===== config.mk =====
export PLATFORM = sky130hd
export DESIGN_NAME = rgb_to_216_color_quantizer_core
export DESIGN_NICKNAME = d
export VERILOG_FILES = /design/src/hdl/cq216_pkg.sv /design/src/hdl/rgb_to_216_color_quantizer_core.sv /design/src/hdl/cq216_index.sv
export SDC_FILE = /design/constraint.sdc
export NUM_CORES = 1
export LEC_CHECK = 0
export BUFFER_PORTS_ARGS = -buffer_cell sky130_fd_sc_hd__buf_2
export CORE_UTILIZATION = 60
export DETAILED_ROUTE_END_ITERATION = 12
export PLACE_DENSITY_LB_ADDON = 0.12
export SLEW_MARGIN = 20
export SYNTH_ARGS = -nofsm -noshare
export SYNTH_HDL_FRONTEND = slang
export SYNTH_SLANG_ARGS = --single-unit

===== constraint.sdc =====
create_clock -name clk -period 7.8 [get_ports clk]
set_input_delay 0 -clock clk [delete_from_list [all_inputs] [get_ports clk]]
set_output_delay 0 -clock clk [all_outputs]
set_load 0.01 [all_outputs]

===== src/hdl/cq216_pkg.sv =====
// Shared types, register indexes and level functions for the 6x6x6 color cube quantizer.
// No dependencies; used by all modules of the quantizer.
`default_nettype none
package cq216_pkg;

  localparam int PIX_W   = 24;
  localparam int IDX_W   = 8;
  localparam int LVL_W   = 3;
  localparam int FLD_W   = 5;
  localparam int SCL_W   = 5;
  localparam int CFG_IDX_W  = 1;
  localparam int CFG_DATA_W = 1;

  localparam logic [CFG_IDX_W-1:0] CFG_SOURCE_FORMAT = 1'd0;
  localparam logic [CFG_IDX_W-1:0] CFG_DITHER_ENABLE = 1'd1;

  localparam logic [IDX_W-1:0] IDX_MAX = 8'd215;

  // position inside the 2x2 dither cell, bit 1 = row, bit 0 = column
  typedef logic [1:0] cq216_pos_t;
  localparam cq216_pos_t POS_UL = 2'd0;
  localparam cq216_pos_t POS_UR = 2'd1;
  localparam cq216_pos_t POS_LL = 2'd2;
  localparam cq216_pos_t POS_LR = 2'd3;

  typedef struct packed {
    logic source_format;
    logic dither_enable;
  } cq216_mode_t;

  // (4v)/21 for a 5-bit field
  function automatic logic [LVL_W-1:0] lvl15(input logic [FLD_W-1:0] v);
    logic [LVL_W-1:0] l;
    l = 3'd0;
    if (v >= 5'd6)  l = 3'd1;
    if (v >= 5'd11) l = 3'd2;
    if (v >= 5'd16) l = 3'd3;
    if (v >= 5'd21) l = 3'd4;
    if (v >= 5'd27) l = 3'd5;
    return l;
  endfunction

  // (v+25)/51 for a byte
  function automatic logic [LVL_W-1:0] lvl24(input logic [7:0] v);
    logic [LVL_W-1:0] l;
    l = 3'd0;
    if (v >= 8'd26)  l = 3'd1;
    if (v >= 8'd77)  l = 3'd2;
    if (v >= 8'd128) l = 3'd3;
    if (v >= 8'd179) l = 3'd4;
    if (v >= 8'd230) l = 3'd5;
    return l;
  endfunction

  // (2v)/3 as v*342 >> 9
  function automatic logic [SCL_W-1:0] dscale(input logic [FLD_W-1:0] v);
    logic [13:0] p;
    p = {9'd0, v} * 14'd342;
    return p[13:9];
  endfunction

  function automatic logic [LVL_W-1:0] dlevel(input logic [SCL_W-1:0] d,
                                              input cq216_pos_t pos);
    logic [SCL_W-1:0] s;
    case (pos)
      POS_UL:  s = d + 5'd3;
      POS_UR:  s = d + 5'd1;
      POS_LL:  s = d;
      POS_LR:  s = d + 5'd2;
      default: s = d;
    endcase
    return s[SCL_W-1:2];
  endfunction

  function automatic logic [IDX_W-1:0] cube_index(input logic [LVL_W-1:0] c0,
                                                  input logic [LVL_W-1:0] c1,
                                                  input logic [LVL_W-1:0] c2);
    return {5'd0, c0} + ({5'd0, c1} * 8'd6) + ({5'd0, c2} * 8'd36);
  endfunction

endpackage
`default_nettype wire


===== src/hdl/rgb_to_216_color_quantizer_core.sv =====
// Top level of the 6x6x6 color cube quantizer: input register, index logic, output register.
// Depends on cq216_pkg and cq216_index.
// Direct modes (24-bit, or 15-bit with dither off) take one pixel per cycle while the output
// is not stalled by out_tready, and give one index each, with out_tlast set. The 15-bit
// dithered mode gives four indices per pixel (upper-left, upper-right, lower-left,
// lower-right; out_tuser marks row and column), so a pixel stays in the input register until
// all four indices have passed, one at a time, into the output register. Write configuration
// only while no pixel is in flight.
`default_nettype none
module rgb_to_216_color_quantizer_core
  import cq216_pkg::*;
(
  input  wire logic                  clk,
  input  wire logic                  rst_n,
  input  wire logic                  cfg_we,
  input  wire logic [CFG_IDX_W-1:0]  cfg_index,
  input  wire logic [CFG_DATA_W-1:0] cfg_wdata,
  input  wire logic                  in_tvalid,
  output logic                       in_tready,
  input  wire logic [PIX_W-1:0]      in_tdata,   // [23:0] pixel_value
  output logic                       out_tvalid,
  input  wire logic                  out_tready,
  output logic [IDX_W-1:0]           out_tdata,  // [7:0] palette_index
  output logic [1:0]                 out_tuser,  // [0] odd_row, [1] odd_column
  output logic                       out_tlast
);

  cq216_mode_t      mode_r, mode_nxt;
  logic             s1_valid_r, s1_valid_nxt;
  logic [PIX_W-1:0] pix_r;
  cq216_pos_t       pos_r, pos_nxt;
  logic             out_valid_r, out_valid_nxt;
  logic [IDX_W-1:0] out_idx_r;
  logic [1:0]       out_user_r;
  logic             out_last_r;

  logic             dith, s1_last, out_free, s1_fire, in_xfer;
  logic [IDX_W-1:0] idx;

  cq216_index u_index (
    .pix  (pix_r),
    .mode (mode_r),
    .pos  (pos_r),
    .idx  (idx)
  );

  assign dith     = mode_r.dither_enable && !mode_r.source_format;
  assign s1_last  = !dith || (pos_r == POS_LR);
  assign out_free = !out_valid_r || out_tready;
  assign s1_fire  = s1_valid_r && out_free;
  assign in_tready = !s1_valid_r || (out_free && s1_last);
  assign in_xfer  = in_tvalid && in_tready;

  always_comb begin
    mode_nxt = mode_r;
    if (cfg_we) begin
      case (cfg_index)
        CFG_SOURCE_FORMAT: mode_nxt.source_format = cfg_wdata[0];
        CFG_DITHER_ENABLE: mode_nxt.dither_enable = cfg_wdata[0];
        default: ;
      endcase
    end
    s1_valid_nxt = in_tready ? in_tvalid : s1_valid_r;
    pos_nxt = pos_r;
    if (s1_fire) begin
      pos_nxt = s1_last ? POS_UL : pos_r + 2'd1;
    end
    out_valid_nxt = out_free ? s1_valid_r : out_valid_r;
  end

  always_ff @(posedge clk) begin
    if (!rst_n) begin
      mode_r      <= '0;
      s1_valid_r  <= 1'b0;
      pos_r       <= POS_UL;
      out_valid_r <= 1'b0;
    end else begin
      mode_r      <= mode_nxt;
      s1_valid_r  <= s1_valid_nxt;
      pos_r       <= pos_nxt;
      out_valid_r <= out_valid_nxt;
    end
  end

  always_ff @(posedge clk) begin
    if (in_xfer) begin
      pix_r <= in_tdata;
    end
    if (s1_fire) begin
      out_idx_r  <= idx;
      out_user_r <= {pos_r[0], pos_r[1]};
      out_last_r <= s1_last;
    end
  end

  assign out_tvalid = out_valid_r;
  assign out_tdata  = out_idx_r;
  assign out_tuser  = out_user_r;
  assign out_tlast  = out_last_r;

endmodule
`default_nettype wire


===== src/hdl/cq216_index.sv =====
// Channel level extraction and cube index for one pixel at one cell position.
// Depends on cq216_pkg.
`default_nettype none
module cq216_index
  import cq216_pkg::*;
(
  input  wire logic [PIX_W-1:0] pix,
  input  wire cq216_mode_t      mode,
  input  wire cq216_pos_t       pos,
  output logic [IDX_W-1:0]      idx
);

  logic [FLD_W-1:0] f0, f1, f2;
  logic [LVL_W-1:0] c0, c1, c2;

  assign f0 = pix[9:5];
  assign f1 = pix[14:10];
  assign f2 = pix[4:0];

  always_comb begin
    if (mode.source_format) begin
      c0 = lvl24(pix[7:0]);
      c1 = lvl24(pix[15:8]);
      c2 = lvl24(pix[23:16]);
    end else if (mode.dither_enable) begin
      c0 = dlevel(dscale(f0), pos);
      c1 = dlevel(dscale(f1), pos);
      c2 = dlevel(dscale(f2), pos);
    end else begin
      c0 = lvl15(f0);
      c1 = lvl15(f1);
      c2 = lvl15(f2);
    end
  end

  assign idx = cube_index(c0, c1, c2);

endmodule
`default_nettype wire


Word level (Yosys, flattened, before mapping)
Cells that the tools add are included.

storage, ports and cells
  bits in registers = 41
  memory bits (writable) = 0
  bits in read-only memories = 0
  memories kept = 0
  word-level logic and storage cells = 114
  latch bits = 0

operators by class
  order comparisons = 30
  eq/ne operators = 3
  reductions and logical operators = 14
  bitwise gates (word level) = 1
  divide/modulo/power cells = 0
  multiply operators = 5
  multiplexer cells = 40
  shift operators = 0
  add/subtract/negate cells = 12

operators with widths
  operator                                                            count
  greater-or-equal comparator 8 bit (second input constant)           9
  case mux 5 bit (4 select lines)                                     3
  2-to-1 mux 3 bit                                                    18
  greater-or-equal comparator 5 bit (second input constant)           9
  multiplier 5 x 8 -> 13 bit (second input constant)                  3
  adder 5 x 2 -> 5 bit (second input constant)                        6
  2-to-1 mux 2 bit                                                    13
  greater-or-equal comparator 8 x 5 -> 1 bit (second input constant)  3
  greater-or-equal comparator 8 x 7 -> 1 bit (second input constant)  3
  adder 5 x 1 -> 5 bit (second input constant)                        3
  greater-or-equal comparator 5 x 3 -> 1 bit (second input constant)  3
  greater-or-equal comparator 5 x 4 -> 1 bit (second input constant)  3
  adder 8 bit                                                         1
  adder 3 x 6 -> 7 bit                                                1
  multiplier 3 x 4 -> 6 bit (second input constant)                   1
  2-to-1 mux 1 bit                                                    6
  multiplier 3 x 2 -> 5 bit (second input constant)                   1
  equality test 2 bit (second input constant)                         2
  logical AND 1 bit                                                   4
  logical NOT 1 bit                                                   4
  AND reduction 2 bit                                                 2
  logical OR 1 bit                                                    3
  adder 2 x 1 -> 2 bit (second input constant)                        1
  equality test 2 x 1 -> 1 bit (second input constant)                1
  other kinds (2)                                                     2

Longest topological paths before layout
  depth in word-level cells = 11
  mapped depth = 35
  mapped depth without buffers = 34

Hierarchy
Synthesis repeated with hierarchy kept, for this count alone.

second synthesis, totals
  cells, all modules = 503
  area total of the unflattened synthesis = 4,829.6 um2

modules (own cells, without submodules)
  module                           area an instance (um2)  instances  seq. area each (um2)  cells each
  cq216_index                      3,487.1                 1          0.0                   438
  rgb_to_216_color_quantizer_core  1,342.5                 1          1,171.1               65

Worst setup path before layout
Ideal clock, no wire load.

  kind = flip-flop to flip-flop
  from = register pix_r[14]
  to = register out_idx_r[7] (netlist: out_tdata[7]), data pin
  stages on the path, launching flop included = 35
  arrival = 6.625 ns
  library setup time = 0.261 ns
  slack = 0.914 ns
  cells stage by stage = edfxtp_1 > clkbuf_1 > inv_1 > ha_1 > inv_1 > fa_1 > fa_1 > inv_1 > ha_1 > nand3b_1 > o2111ai_1 > and2_2 > a21oi_1 > ha_1 > nor2b_1 > a211oi_1 > o211a_1 > o21bai_1 > or3_1 > a21oi_1 > o21ai_1 > o221ai_1 > ha_1 > inv_1 > fa_1 > or2b_2 > or3_1 > a21oi_1 > a221o_1 > nor4_2 > ha_1 > inv_1 > o21bai_1 > a21oi_1 > xnor2_1

on the way
  cells in the longest elaborated chain, start to end = 11
  elaborated cells on any way between the ends = 30
  classes of those cells = add/sub (5); mul (2); order compare (10); mux (13)

RTL lines
  what                                                                RTL line                               RTL
  start, declared                                                     rgb_to_216_color_quantizer_core.sv:30  logic [PIX_W-1:0] pix_r;
  start signal, assigned                                              rgb_to_216_color_quantizer_core.sv:87  pix_r <= in_tdata;
  branches (longest 7 deep; another with multiplier 5 x 8 -> 13 bit)  -
  2-to-1 mux 3 bit (*)                                                cq216_index.sv:21                      if (mode.source_format) begin
  multiplier 3 x 2 -> 5 bit (*)                                       cq216_pkg.sv:78                        return {5'd0, c0} + ({5'd0, c1} * 8'd6) + ({5'd0, c2} * 8'd36);
  adder 3 x 6 -> 7 bit (*)                                            cq216_pkg.sv:78
  adder 8 bit (*)                                                     cq216_pkg.sv:78
  via idx[7]                                                          rgb_to_216_color_quantizer_core.sv:38  logic [IDX_W-1:0] idx;
  end signal, assigned                                                rgb_to_216_color_quantizer_core.sv:90  out_idx_r <= idx;
  end, declared                                                       rgb_to_216_color_quantizer_core.sv:33  logic [IDX_W-1:0] out_idx_r;

Mark *: on every way through the listed nets, which the timed path passes.
A chain may end at the register's enable or synchronous reset.

Final worst setup path
  from = register pix_r[13]
  to = register out_idx_r[7] (netlist: out_tdata[7]), data pin

The elaborated chain is that of the path after synthesis.

==> out/results.ini <==
[timing]
worst_clock_skew_ns = 0.0111
final.setup.tns_ns = 0
whs_ns = 0.0212
post-route-period-util_pct = 92.3
fmax_mhz = 139
hold_violations = 0
fin_ws_ns = 0.603
tightest_slew_ns = 0.683
slew_headroom_pct = 54.0
maxSlewViolCount = 0
finalSetupViolCount = 0
period_minus_slack_ns = 7.20

[setup_path]
reg2reg_slack_ns = 0.60
cpMaxStageDelayCell = fa_1
cpPeakStageDelay_ns = 0.47
arrival_ns = 7.24
timing.rr.end = out_tdata[7]
cp_common_cell = ha_1
worst_r2r_path_depth = 34
worstPathMaxFanout = 8
crit_required_ns = 7.84
start_kind = register
worstReg2RegStart = pix_r[13]
path_class = register to register
cp-end-kind = register

[clock_network]
htreeDepth = 2
clk_latency_ns = 0.29
cts_buffers = 5
numClockSinks = 41
cts_tree = done
clk_path_buf_depth = 2
cts-root-buf = clkbuf_8
path_clk_slew_ns = 0.08

[placed_design]
place_ws_ns = 0.437
place_congestion = 0.901
hpwlAfterDp_mm = 8.66
placed_cell_area_um2 = 5390
dpl.cell_count = 691
port_buffers = 43

[synth]
yosysSeqAreaShare_pct = 23.1
yosysTopAreaCell = ha_1
ys_dominant_reg_cell = edfxtp_1
yosysMostFrequentCell = ha_1
synth_enable_flop_cells = 35
synth_nets = 689
netlist.area_leader.share_pct = 22.7
ys_async_sr_fraction_pct = 0
synthTopCellsByCount = ha_1 (92), inv_1 (68), nand2_1 (50)
syn_inst = 548
syn_area_um2 = 5060
yosysUniqueCellTypes = 71
avgSynthCellArea_um2 = 9.23
ys_warn_count = 0
ys_ff_latch = 41
netlist_top_cells_area = ha_1 (23%), edfxtp_1 (21%), fa_1 (7.1%)

[power]
ir_worst_vdd_uv = 114
p_leak_nw = 2.69
power_frac_clock_pct = 16.7
p_seq_share_pct = 28.3
switching_share_pct = 39.2
combinationalPowerShare_pct = 55.0
intPower_uw = 625
power_density_nw_per_um2 = 177
switching_power_uw = 402
power.total_mw = 1.03

[global_routing]
grt_overflow = 0
track_usage_pct = 27.2
antenna_found_initial = 0
grt_max_degree = 25
grt_pass1_vias = 4158
grt_first_pass_wirelength_mm = 18.8

[route]
avgRoutedWirePerCell_um = 15.6
drc_errors = 0
drt-total-wl_mm = 11.4
drt_iter0_drc = 201
vias_per_cell = 5.84
ant_nets = 0
vias = 4269
drt_first_pass_iters = 5

[hold_path]
hold_path_class = primary input to register
min-delay-start = cfg_index
hold-path-cell-count = 3
hold_end = mode_r[0]

[floorplanning]
rows = 33
design.core.area_um2 = 8180
io_pins = 44
die_y_um = 93.8
initial_core_util_pct = 61.9
fp.dieW_um = 93.8
die_area_um2 = 8800

[final_layout]
drive_above_1_share_pct = 12.8
final_cell_area_um2 = 5810
fillCellCount = 634
final_nets = 766
layout.area.seq_um2 = 1170
num_antenna_cells = 0
areaGrowthSynthToFinish_pct = 14.9
fin_cells = 731
multiInputGateArea_um2 = 3610
post-route-util_pct = 71.1

[flow_run]
drv_cap = 0

[run_status]
status = complete, no violations

## power groups by stage
stage / Clock (mW) / Sequential [mW] / Combinational [mW]
finish: 0.172 / 0.290 / 0.565
global route: 0.180 / 0.293 / 0.639
CTS: 0.175 / 0.292 / 0.560
detailed placement: 0 / 0.297 / 0.546
global placement: 0 / 0.296 / 0.520
floorplan: 0 / 0.299 / 0.420
## how the worst max path moves through the flow
| stage | startpoint | endpoint | slack [ns] | depth (start not counted) |
|---|---|---|---|---|
| after floorplan | pix_r[14] | out_tdata[7] | 0.91 | 34 |
| final | pix_r[13] | out_tdata[7] | 0.60 | 34 |
| after global placement | pix_r[14] | out_tdata[7] | 0.68 | 33 |
| after detailed placement | pix_r[14] | out_tdata[7] | 0.44 | 33 |
| after CTS | pix_r[14] | out_tdata[7] | 0.42 | 33 |
| after global routing | pix_r[13] | out_tdata[7] | -0.0004 | 34 |
## area by class of cell
cell class / instances / area share (%)
tap: 105 / 2.26
clock buffer: 6 / 1.25
clock inverter: 2 / 0.603
inverter: 68 / 4.39
timing repair buffer: 77 / 9.30
sequential: 41 / 20.2
multi-input combinational: 432 / 62.0
## layer usage
layer / track usage [%] / vias to the layer above / routed length (um)
met5: 0 / - / 0
met1: 35.3 / 2007 / 5210
met4: 6.67 / 0 / 188
li1: - / 2141 / -
met2: 48.2 / 105 / 5600
met3: 2.99 / 16 / 401
## what timing repair did
item                                    4_1_cts  5_1_grt
hold endpoints to repair                     29        0
buffers inserted                              0        4
endpoints found under the setup margin        0        2
gates resized for setup                       0        2
hold buffers                                 28        0
## critical path: cells and delay by family (launching register included)
family                     cells  cell delay, ns
AOI/OAI and AO/OA             12            1.97
xor gates and xnor gates       1            0.13
adders and majority gates      8            2.62
buffers and inverters          5            0.36
DFF                            1            0.44
and+or+nand+nor                8            1.40
## sequential cells by signal, indices dropped and copies added (netlist names)
signal      cells
pix_r          24
out_tdata       8
mode_r          2
out_tuser       2
pos_r           2
out_tlast       1
out_tvalid      1
s1_valid_r      1
## layout by cell type (no fill, tap or decap), types with 4 or more instances in the layout
cell type       n
o211a_1         4
nand3b_1        6
a31oi_1         9
fa_1           18
edfxtp_1       35
a311oi_1        4
nor2_1         19
o21a_1          5
clkbuf_8        5
a21oi_1        35
a211oi_1        4
and3_1          4
xnor2_1        12
o211ai_1        8
a21o_1          5
inv_1          67
a21boi_0        4
nand3_1        16
nand2_1        50
nor2b_1         7
xor2_1          6
o21ai_0        28
o31ai_1         4
ha_1           92
buf_4           6
buf_2          43
nand4_1         5
a22oi_1         5
a221oi_1        4
dlygate4sd3_1  28
nor3_1         11
dfxtp_1         6
## cell families (layout without fill, tap and decap cells)
| group | count (synthesis) | count (layout) | share of synthesized area [%] |
|---|---|---|---|
| xor gates and xnor gates | 22 | 22 | 4.77 |
| buffers and inverters | 75 | 153 | 5.76 |
| DFF | 41 | 41 | 23.1 |
| muxes | 4 | 4 | 0.865 |
| and+or+nand+nor | 145 | 145 | 14.8 |
| AOI/OAI and AO/OA | 151 | 151 | 20.7 |
| adders and majority gates | 110 | 110 | 29.9 |
Note: power is estimated with default switching activity, not from simulation.
